--- src/rtl/core/itf_pkg.sv ---
// Package: request, character and job types, conversion codes and character helpers.
`timescale 1ns / 1ps
`default_nettype none
package itf_pkg;

  localparam int MaxWidthDefault = 63;

  localparam logic [2:0] OP_SDEC = 3'd0;
  localparam logic [2:0] OP_UDEC = 3'd1;
  localparam logic [2:0] OP_HEX  = 3'd2;
  localparam logic [2:0] OP_OCT  = 3'd3;
  localparam logic [2:0] OP_CHAR = 3'd4;

  localparam logic [31:0] RecipTen = 32'hCCCC_CCCD;

  localparam logic [7:0] ChMinus = 8'h2D;
  localparam logic [7:0] ChZero  = 8'h30;
  localparam logic [7:0] ChSpace = 8'h20;
  localparam logic [7:0] ChUpperA = 8'h41;

  typedef enum logic [1:0] {
    KIND_DEC  = 2'd0,
    KIND_HEX  = 2'd1,
    KIND_OCT  = 2'd2,
    KIND_CHAR = 2'd3
  } kind_t;

  typedef struct packed {
    logic [2:0]  opcode;
    logic [31:0] value;
    logic [5:0]  field_width;
    logic        left_adjust;
    logic        zero_pad;
  } req_t;

  typedef struct packed {
    logic [7:0] text_char;
    logic       last;
  } txt_t;

  typedef struct packed {
    kind_t       kind;
    logic        neg;
    logic [31:0] mag;
    logic [3:0]  len;
    logic [5:0]  width;
    logic        left;
    logic [7:0]  pad_char;
  } job_t;

  function automatic logic [7:0] digit_char(input logic [3:0] d);
    logic [7:0] c;
    if (d < 4'd10) begin
      c = ChZero + {4'd0, d};
    end else begin
      c = ChUpperA + {4'd0, d} - 8'd10;
    end
    return c;
  endfunction

endpackage
`default_nettype wire

--- src/rtl/core/itf_queue.sv ---
// Two-entry job queue between front end and back end.
`timescale 1ns / 1ps
`default_nettype none
module itf_queue import itf_pkg::*; (
  input  logic clk,
  input  logic rst,
  input  logic push_valid,
  output logic push_stall,
  input  job_t push_job,
  output logic pop_valid,
  input  logic pop_stall,
  output job_t pop_job
);

  job_t       slot [0:1];
  logic       wr_ptr;
  logic       rd_ptr;
  logic [1:0] count;
  logic       do_push;
  logic       do_pop;

  assign push_stall = (count == 2'd2);
  assign pop_valid  = (count != 2'd0);
  assign pop_job    = slot[rd_ptr];
  assign do_push    = push_valid && !push_stall;
  assign do_pop     = pop_valid && !pop_stall;

  always_ff @(posedge clk) begin
    if (rst) begin
      wr_ptr <= 1'b0;
      rd_ptr <= 1'b0;
      count  <= 2'd0;
    end else begin
      if (do_push) begin
        wr_ptr <= ~wr_ptr;
      end
      if (do_pop) begin
        rd_ptr <= ~rd_ptr;
      end
      case ({do_push, do_pop})
        2'b10:   count <= count + 2'd1;
        2'b01:   count <= count - 2'd1;
        default: count <= count;
      endcase
    end
  end

  always_ff @(posedge clk) begin
    if (do_push) begin
      slot[wr_ptr] <= push_job;
    end
  end

endmodule
`default_nettype wire

--- config.mk ---
export PLATFORM = sky130hd
export DESIGN_NAME = itf_queue
export DESIGN_NICKNAME = d
export VERILOG_FILES = /design/src/rtl/core/itf_pkg.sv /design/src/rtl/core/itf_queue.sv
export SDC_FILE = /design/constraint.sdc
export NUM_CORES = 1
export LEC_CHECK = 0
export ABC_CLOCK_PERIOD_IN_PS = 3200
export BUFFER_PORTS_ARGS = -buffer_cell sky130_fd_sc_hd__buf_4
export CAP_MARGIN = 20
export CORE_MARGIN = 4
export CORE_UTILIZATION = 25
export CTS_BUF_LIST = sky130_fd_sc_hd__clkbuf_2 sky130_fd_sc_hd__clkbuf_4 sky130_fd_sc_hd__clkbuf_8
export DETAILED_ROUTE_END_ITERATION = 7
export PLACE_DENSITY = 0.55
export SLEW_MARGIN = 20
export SYNTH_ARGS = -nofsm -noshare
export SYNTH_HDL_FRONTEND = slang
export SYNTH_SLANG_ARGS = --single-unit
--- constraint.sdc ---
create_clock -name clk -period 3.2 [get_ports clk]
set_input_delay 0.64 -clock clk [delete_from_list [all_inputs] [get_ports clk]]
set_output_delay 0.64 -clock clk [all_outputs]
set_load 0.02 [all_outputs]
==> metrics.sh <==
POSTROUTEWIRELENGTH_MM=8.328
FIN_SKEW_NS=0.01032
ROOT_BUF_CELL='sky130_fd_sc_hd__clkbuf_8'
SYNTH-EDFF-COUNT=108
GRT_PASS1_WL_MM=12.83
CRIT_PATH_MAX_FANOUT=30
SYNTH-SEQ-CELLS=113
SYNTHESIS.NETS=255
GRT_PASS1_VIAS=2414
YOSYS_WARNINGS=0
TIGHTESTPINTRANSITION_NS=0.6225
IO_PINS=114
DPL_CELL_AREA_UM2=5256
SETUP.WORST_PATH.CLASS='register to output pin'
YS_SEQ_AREA_SHARE_PCT=81.34
SYNTH_ASYNC_SR_FLOP_SHARE_PCT=0
CRIT_ARRIVAL_NS=1.68
FIN_WS_NS=0.8825
ANTENNA_VIOLATING_NETS_POST_ROUTE=0
ROUTED_VIA_DENSITY=3.958
FINAL_CELL_AREA_UM2=5590
POWER_DENSITY_nW_PER_UM2=785.1
AREA_DELTA_SYNTH_FINAL_PCT=36.01
DETAILEDPLACEMENTHPWL_MM=5.514
BUFFERS_INSERTED_BY_POST_CTS_TIMING_REPAIR=0
CTS.CLK_SLEW.WORST_PATHS_NS=0.07
WORSTSETUPSTARTPOINTTYPE='register'
WORST_IR_DROP_VDD_mV=0.3416
WORST-ENDPOINT-REQUIRED_NS=2.56
SYNTH_CELL_TYPES=16
FIN_NETS=385
UNREPAIRED_SETUP_ENDPOINTS_AFTER_GLOBAL_ROUTING='false'
NUMBER_OF_FILLER_INSTANCES_IN_THE_FINAL_LAYOUT=1592
FINISH.UTILIZATION_PCT=34.94
NETLIST.TOP_CELL.BY_AREA='sky130_fd_sc_hd__edfxtp_1'
KIND_OF_END_POINT_OF_THE_CRITICAL_PATH='output pin'
WORSTSKEWPAIRLATENCY_NS=0.42
CPMOSTUSEDCELL='sky130_fd_sc_hd__buf_4'
MAX_FREQ_GHz=0.4315
SLOWEST_DELAY_NS=0.40
CTS_SINKS=113
SYNTH_AREA_PER_CELL_UM2=20.97
CTS_INSERTED_BUFFERS=17
DIE_HEIGHT_UM=136.2
CTS-ROOT-TO-SINK-BUFFERS=2
DRC=0
GRT_START_MAX_NET_PINS=32
AVGROUTEDWIREPERCELL_UM=15.03
MAIN_SYNTH_FF_TYPE='sky130_fd_sc_hd__edfxtp_1'
GRT_REMAINING_OVERFLOW=0
PERIOD_SHARE_PCT=72.42
CORE_AREA_UM2=16000
YOSYS.CELL_COUNT.TOP_TYPE='sky130_fd_sc_hd__edfxtp_1'
NUM_ROWS=46
FINAL.MIN_CLOCK_PERIOD_NS=2.318
SYNTH_COMMON_CELLS='108 x sky130_fd_sc_hd__edfxtp_1, 54 x sky130_fd_sc_hd__mux2_2, 6 x sky130_fd_sc_hd__buf_2, 5 x sky130_fd_sc_hd__dfxtp_1, 4 x sky130_fd_sc_hd__a21oi_1'
POST_SYNTH_INSTANCE_AREA_UM2=4110
INITIAL_CORE_UTIL_PCT=25.69
HOLD_VIOL=0
POSTCTSRESIZEDCELLS=0
CELLLEAKAGEPOWER_nW=2.069
GPL.FINAL_WEIGHTED_CONGESTION=0.6787
CTS_HOLD_BUFFERS=0
RUN_STATUS='complete, no violations'
DRT_PRE_ANTENNA_ITERS=5
PLACE.PORT_BUFFERS=113
FINAL.SETUP.TNS_NS=0
SYNTH.AREA.TOP_CELLS='sky130_fd_sc_hd__edfxtp_1 79%, sky130_fd_sc_hd__mux2_2 15%, sky130_fd_sc_hd__dfxtp_1 2.4%, sky130_fd_sc_hd__buf_2 0.73%, sky130_fd_sc_hd__a21oi_1 0.49%'
VIAS=2193
MIN_PATH_TYPE='primary input to register'
R2R_SLACK_NS=1.18
ANTENNA_VIOLATIONS_BEFORE_REPAIR=0
FINAL_LAYOUT_SIZE_SUFFIX_GT1_SHARE_PCT=60.06
MAXIMUM_LEVEL_OF_THE_CTS_H_TREE=4
CRITICAL-PATH-SLOWEST-CELL='sky130_fd_sc_hd__mux2_2'
DRTITER0DRC=110
NETLIST.AREA_LEADER.SHARE_PCT=78.90
GR-USAGE-ALL-LAYERS_PCT=9.470
PRE_CTS_SLACK_NS=0.9071
TIMING.CRITICAL_PATH.CELLS='buf_4 -> mux2_2 -> buf_4'
ANTENNA-DIODE-COUNT=0
SETUP_VIOLATIONS=0
DIE-AREA_UM2=18560
TIMING.MAX_SLEW.REL_SLACK_PCT=58.50
CTS_TREE='yes'
POST_SYNTH_INST_COUNT=196
SLEW_VIOL_FINAL=0
DIE_WIDTH_UM=136.2
CAP_VIOLATIONS=0
through the flow:
step	std cells	power, mW	hold slack (ns)
6_report	554	4.389	0.4019
3_5_place_dp	523	3.307	0.4799
5_1_grt	554	4.629	0.3528
4_1_cts	554	4.490	0.3512
2_1_floorplan	196	2.737	0.4518
3_3_place_gp	523	3.289	0.4718
per-layer routing:
layer	GRT usage [%]	up-vias	wire length, um
li1	-	1026	-
met1	11.16	1072	3418
met2	14.39	82	4061
met3	4.071	13	714
met4	5.543	0	134
met5	0	-	0
cells by family after synthesis:
kind of cell,after synthesis,synth area share [%]
AOI/OAI and AO/OA,7,0.8523
xor gates and xnor gates,2,0.4263
adders and majority gates,1,0.3044
buffers and inverters,10,1.096
DFF,113,81.34
muxes,54,14.79
and+or+nand+nor,9,1.187
sequential cells by signal, indices dropped and copies added (netlist names), named ones only:
| register | flops |
|---|---|
| wr_ptr | 1 |
| rd_ptr | 1 |
| count | 2 |
| slot | 108 |
cells in the final DEF (no fill, tap or decap):
master / instances
sky130_fd_sc_hd__clkinv_1: 4
sky130_fd_sc_hd__clkbuf_4: 4
sky130_fd_sc_hd__and3_2: 1
sky130_fd_sc_hd__dfxtp_2: 1
sky130_fd_sc_hd__edfxtp_1: 108
sky130_fd_sc_hd__inv_2: 2
sky130_fd_sc_hd__bufinv_16: 1
sky130_fd_sc_hd__dfxtp_1: 4
sky130_fd_sc_hd__mux2_2: 54
sky130_fd_sc_hd__or3_1: 3
sky130_fd_sc_hd__o21ai_0: 3
sky130_fd_sc_hd__inv_1: 2
sky130_fd_sc_hd__nor2_1: 3
sky130_fd_sc_hd__nand2_1: 1
sky130_fd_sc_hd__nand2b_2: 1
sky130_fd_sc_hd__clkbuf_8: 17
sky130_fd_sc_hd__buf_12: 2
sky130_fd_sc_hd__buf_4: 115
sky130_fd_sc_hd__ha_1: 1
sky130_fd_sc_hd__clkinv_2: 5
sky130_fd_sc_hd__xnor2_1: 1
sky130_fd_sc_hd__a21oi_1: 4
sky130_fd_sc_hd__xor2_1: 1
power by group:
group          leakage (nW)  total [mW]  switching (mW)  internal, mW
clock                 0.181        1.15           0.527         0.624
sequential             1.05        1.92          0.0500          1.87
combinational         0.836        1.32           0.720         0.602
final cells by class:
cell class | count | area, um^2 | area share (%)
tap | 216 | 270.3 | 4.834
clock inverter | 10 | 70.07 | 1.253
multi-input combinational | 73 | 723.2 | 12.94
clock buffer | 21 | 264.0 | 4.722
inverter | 4 | 15.01 | 0.2686
timing repair buffer | 117 | 903.4 | 16.16
sequential | 113 | 3344 | 59.83
worst max-delay path, delay by kind of cell, from the launching register on:
kind                   cells  cell delay (ns)
multiplexers               1             0.40
buffers and inverters      2             0.52
flip-flops                 1             0.32
path summary, 6_finish.rpt:
check,from,end,depth (start not counted)
min reg2reg,wr_ptr,wr_ptr,2
min,push_job[11],slot[1][11],1
max reg2reg,count[0],slot[0][42],5
max,register,pop_job[34],3
Note: power is estimated with default switching activity, not from simulation.
