<file path="src/rtl/core/itf_pkg.sv">
// Package: request, character and job types, conversion codes and character helpers.
`timescale 1ns / 1ps
`default_nettype none
package itf_pkg;

  localparam int MaxWidthDefault = 63;

  localparam logic [2:0] OP_SDEC = 3'd0;
  localparam logic [2:0] OP_UDEC = 3'd1;
  localparam logic [2:0] OP_HEX  = 3'd2;
  localparam logic [2:0] OP_OCT  = 3'd3;
  localparam logic [2:0] OP_CHAR = 3'd4;

  localparam logic [31:0] RecipTen = 32'hCCCC_CCCD;

  localparam logic [7:0] ChMinus = 8'h2D;
  localparam logic [7:0] ChZero  = 8'h30;
  localparam logic [7:0] ChSpace = 8'h20;
  localparam logic [7:0] ChUpperA = 8'h41;

  typedef enum logic [1:0] {
    KIND_DEC  = 2'd0,
    KIND_HEX  = 2'd1,
    KIND_OCT  = 2'd2,
    KIND_CHAR = 2'd3
  } kind_t;

  typedef struct packed {
    logic [2:0]  opcode;
    logic [31:0] value;
    logic [5:0]  field_width;
    logic        left_adjust;
    logic        zero_pad;
  } req_t;

  typedef struct packed {
    logic [7:0] text_char;
    logic       last;
  } txt_t;

  typedef struct packed {
    kind_t       kind;
    logic        neg;
    logic [31:0] mag;
    logic [3:0]  len;
    logic [5:0]  width;
    logic        left;
    logic [7:0]  pad_char;
  } job_t;

  function automatic logic [7:0] digit_char(input logic [3:0] d);
    logic [7:0] c;
    if (d < 4'd10) begin
      c = ChZero + {4'd0, d};
    end else begin
      c = ChUpperA + {4'd0, d} - 8'd10;
    end
    return c;
  endfunction

endpackage
`default_nettype wire

</file>
<file path="src/rtl/core/itf_front.sv">
// Front end: accept requests, drop unused codes, saturate width, size hex/octal text.
`timescale 1ns / 1ps
`default_nettype none
module itf_front import itf_pkg::*; #(
  parameter int MAX_WIDTH = MaxWidthDefault
) (
  input  logic req_valid,
  output logic req_stall,
  input  req_t req,
  output logic push_valid,
  input  logic push_stall,
  output job_t job
);

  localparam logic [5:0] WidthCap = 6'(MAX_WIDTH);

  logic       op_ok;
  logic [3:0] hex_len;
  logic [3:0] oct_len;

  always_comb begin
    hex_len = 4'd1;
    for (int i = 1; i < 8; i++) begin
      if (req.value[4*i +: 4] != 4'd0) begin
        hex_len = 4'(i + 1);
      end
    end
    oct_len = 4'd1;
    for (int j = 1; j < 10; j++) begin
      if (req.value[3*j +: 3] != 3'd0) begin
        oct_len = 4'(j + 1);
      end
    end
    if (req.value[31:30] != 2'd0) begin
      oct_len = 4'd11;
    end
  end

  always_comb begin
    op_ok        = 1'b1;
    job.kind     = KIND_DEC;
    job.neg      = 1'b0;
    job.mag      = req.value;
    job.len      = 4'd1;
    job.width    = (req.field_width > WidthCap) ? WidthCap : req.field_width;
    job.left     = req.left_adjust;
    job.pad_char = req.zero_pad ? ChZero : ChSpace;
    unique case (req.opcode)
      OP_SDEC: begin
        job.neg = req.value[31];
        if (req.value[31]) begin
          job.mag = 32'd0 - req.value;
        end
      end
      OP_UDEC: begin
        job.kind = KIND_DEC;
      end
      OP_HEX: begin
        job.kind = KIND_HEX;
        job.len  = hex_len;
      end
      OP_OCT: begin
        job.kind = KIND_OCT;
        job.len  = oct_len;
      end
      OP_CHAR: begin
        job.kind = KIND_CHAR;
      end
      default: begin
        op_ok = 1'b0;
      end
    endcase
  end

  assign push_valid = req_valid && op_ok;
  assign req_stall  = op_ok && push_stall;

endmodule
`default_nettype wire

</file>
<file path="config.mk">
export PLATFORM = sky130hd
export DESIGN_NAME = itf_front
export DESIGN_NICKNAME = d
export VERILOG_FILES = /design/src/rtl/core/itf_pkg.sv /design/src/rtl/core/itf_front.sv
export SDC_FILE = /design/constraint.sdc
export NUM_CORES = 1
export LEC_CHECK = 0
export BUFFER_PORTS_ARGS = -buffer_cell sky130_fd_sc_hd__buf_4
export CAP_MARGIN = 10
export CORE_MARGIN = 2
export CORE_UTILIZATION = 36
export DETAILED_ROUTE_END_ITERATION = 10
export PLACE_DENSITY = 0.89
export SLEW_MARGIN = 20
export SYNTH_ARGS = -nofsm -noshare
export SYNTH_HDL_FRONTEND = slang
export SYNTH_SLANG_ARGS = --single-unit
</file>
<file path="constraint.sdc">
create_clock -name vclk -period 1.5
set_input_delay 0.15 -clock vclk [all_inputs]
set_output_delay 0.15 -clock vclk [all_outputs]
set_load 0.01 [all_outputs]
</file>
==> results of run 1 <==
logic make-up after synthesis:
family / after synthesis / share of synthesized area [%]
buffers and inverters: 31 / 14.4
other: 2 / 0.657
AOI/OAI and AO/OA: 38 / 22.0
adders and majority gates: 1 / 1.09
and+or+nand+nor: 81 / 39.6
xor gates and xnor gates: 29 / 22.2
synth_stat cells, drive strengths merged:
cell type / n / area (um^2)
nand2b: 2 / 12.5
clkbuf: 11 / 42.5
nor4: 11 / 83.8
and2: 3 / 18.8
a21boi: 1 / 7.51
o31ai: 5 / 47.5
conb: 2 / 7.51
xnor2: 8 / 70.1
o22ai: 1 / 6.26
nor3: 11 / 55.1
and2b: 1 / 8.76
or4: 3 / 26.3
a31oi: 8 / 50.1
a211oi: 1 / 7.51
inv: 6 / 22.5
buf: 13 / 96.3
and4: 1 / 8.76
nand4: 2 / 12.5
o41ai: 1 / 8.76
o311ai: 1 / 8.76
a21oi: 12 / 60.1
or3b: 1 / 8.76
nor2: 21 / 78.8
o21ai: 4 / 20.0
clkinv: 1 / 3.75
nand2: 12 / 45.0
o221ai: 1 / 8.76
nor3b: 1 / 7.51
or2: 1 / 6.26
xor2: 21 / 184
nand4b: 1 / 8.76
and3: 1 / 6.26
a41oi: 2 / 17.5
nand3: 1 / 5.00
ha: 1 / 12.5
o31a: 1 / 8.76
or3: 8 / 60.1
through the flow:
stage	TNS, ns	util, %	setup slack, ns
floorplan	-0.249	-	-0.0828
global placement	-5.21	74.1	-0.308
detailed placement	-6.14	74.1	-0.323
CTS	-2.79	88.6	-0.294
timing repair:
action | in CTS
buffers inserted | 5
cloned | 1
resized for setup | 81
hold endpoints to repair | 0
pin swaps | 41
setup endpoints to repair | 32
==> impl_metrics.yaml, run 1 <==
status:
  status: "stopped before the end"
  lastStage: "5_1_grt"
  error_message: "[ERROR DPL-0038] Utilization greater than 100%, impossible to legalize"
grt:
  grt_max_degree: 11
placed_design:
  dpl.hpwl_mm: 4.19
  place_area_mm2: 0.00224
  place_congestion: 1.03
  dp_cells: 350
  io_buffers: 78
synth:
  netlist_area_mm2: 0.00114
  yosysSeqAreaShare_pct: 0
  synth_area_per_cell_um2: 6.28
  netlist_instances: 182
  synth_cell_types: 44
  synth_warnings: 0
die:
  rows: 20
  io_pins: 101
  dieHeight_um: 60.4
  start_util_pct: 37.8
  dieWidth_um: 60.4
timing:
  crit_endpoint: "job[16]"
  worst_endpoint_kind: "top-level output"
clock_tree:
  postCtsHoldBufs: 0
==> run 2, diff against run 1 <==
- CORE_UTILIZATION: 36 -> 30
- PLACE_DENSITY: 0.89 -> unset
- PLACE_DENSITY_LB_ADDON: unset -> 0.15
- clock period: 1.5 -> 1.95 ns (I/O delays scaled with it)
==> run 2 against run 1 <==
- the flow now finishes without violations
- area after synthesis stayed put
- synthesized cell count stayed put
==> impl_metrics.yaml, run 2 <==
route:
  final_antenna_net_count: 0
  vias_per_cell: 4.94
  drc_errors: 0
  drt_iter0_drc: 111
  via_count: 1576
  detail_route.wl_per_cell_um: 13.0
  dr.pass1.iters: 4
  wirelength_mm: 4.16
timing:
  tightest_slew_ns: 0.561
  finalCritPeriodShare_pct: 97.0
  setup_viol: 0
  whs_ns: 0.390
  slew_headroom_pct: 62.2
  fin_crit_ns: 1.89
  max_freq_mhz: 528
  finalHoldViolCount: 0
  finalMaxSlewViolations: 0
die:
  core_area_mm2: 0.00366
  die_area_mm2: 0.00432
  io_pins: 101
  rows: 22
  dieWidth_um: 65.7
  start_util_pct: 31.2
  dieHeight_um: 65.7
cells_and_area:
  final_nets: 319
  final_cell_mix: "buf_4, nor2_1, xor2_1"
  seq_cell_count: 0
  diodes: 0
  clkbuf_count: 0
  drive_gt1_share_pct: 46.9
  final_common_cell: "buf_4"
  area_delta_synth_final_pct: 70.8
  ff_latch_area_um2: 0
worst_setup_path:
  crit_type: "primary input to primary output"
  cp_data_arrival_time_ns: 1.70
  cp_max_fo: 4
  end_kind: "primary output"
  worst_setup_path_start_kind: "primary input"
  critPathRequiredTime_ns: 1.75
power:
  swShare_pct: 47.8
  internal-power_uw: 193
  leakagePower_uw: 0.000931
  p_sw_uw: 177
  total_power_uw: 370
  p_seq_share_pct: 0
  max-vdd-ir-drop_mv: 0.0965
  power_frac_comb_pct: 100.0
  power_density_mw_per_mm2: 189
  clkPwrFrac_pct: 0
status:
  status: "completed"
grt:
  grt_pass1_vias: 1439
  grt.total_usage_pct: 18.3
  grt_max_degree: 17
  antenna_found_initial: 0
  grt_remaining_overflow: 0
  grt_pass1_wl_mm: 6.55
synth:
  synth_common_cells: "nor2_1, xor2_1, a21oi_1, nand2_1, nor3_1"
  synth_warnings: 0
  synth_cell_types: 44
  yosys.area.top_type: "xor2_1"
  netlist_instances: 182
  yosysSeqAreaShare_pct: 0
  synth_area_leaders: "xor2_1, nor2_1, buf_4"
  synth_top_area_share_pct: 16.1
  synth_area_per_cell_um2: 6.28
  netlist_area_mm2: 0.00114
job:
  timing.max_cap.violations: 0
hold_path:
  hp-class: "primary input to primary output"
placed_design:
  place_congestion: 0.996
  dpl.hpwl_mm: 3.43
  io_buffers: 78
run 2: cell counts after synthesis:
No cell type changed its count.
run 2: final timing paths:
path | slack (ns) | cells after the start | end | startpoint
worst max-delay path | 0.06 | 7 | job[16] | req[23]
worst min-delay path | 0.39 | 0 | job[10] | req[3]
run 2: layout make-up:
type	instances	area (um^2)
Fill cell	393	1710
Multi-Input combinational cell	156	1050
Timing Repair Buffer	108	818
Tap cell	48	60.1
Inverter	7	26.3
run 2: per-stage QoR:
stage | setup TNS (ns) | util, % | cells | setup slack, ns | instance area (um^2)
after floorplan | 0 | - | 187 | 0.263 | 1160
after global placement | -0.0296 | 51.5 | 318 | -0.0288 | 1890
after detailed placement | -0.0400 | 51.5 | 318 | -0.0343 | 1890
after CTS | 0 | 51.7 | 319 | 0.00799 | 1890
after global routing | -0.0156 | 53.3 | 319 | -0.0156 | 1950
final | 0 | 53.3 | 319 | 0.0578 | 1950
run 2: logic make-up (layout without fill, tap and decap cells):
logic type	Yosys count	count (layout)	synth area share, %
fa+ha+maj	1	1	1.09
other cells	2	7	0.657
compound gates	38	38	22.0
xor+xnor	29	29	22.2
buf+inv	31	115	14.4
simple gates	81	81	39.6
run 2: power groups by stage:
stage,registers (uW),logic (uW),clock network [uW]
6_report,0,370,0
3_3_place_gp,0,363,0
5_1_grt,0,402,0
3_5_place_dp,0,362,0
2_1_floorplan,0,163,0
4_1_cts,0,363,0
run 2: per-layer routing:
layer	track usage, %	wire [um]	vias to the layer above
li1	-	-	818
met1	25.3	1820	693
met2	31.6	2060	63
met3	1.88	271	2
met4	1.56	2	0
met5	0	0	-
run 2: worst max-delay path, cell delays in order:
cell	delay [ns]
buf_4	0.13
or3_4	0.38
buf_6	0.14
or4_4	0.50
a21oi_2	0.12
o22ai_1	0.09
buf_4	0.15
run 2: what timing repair did:
item                                    4_1_cts  5_1_grt
endpoints found under the setup margin        2       17
hold buffers                                  0        0
pin swaps                                     1        3
gates resized for setup                       0       13
setup buffers                                 1        0
hold endpoints to repair                      0        0
No activity file was read; power rests on OpenSTA's default activity.
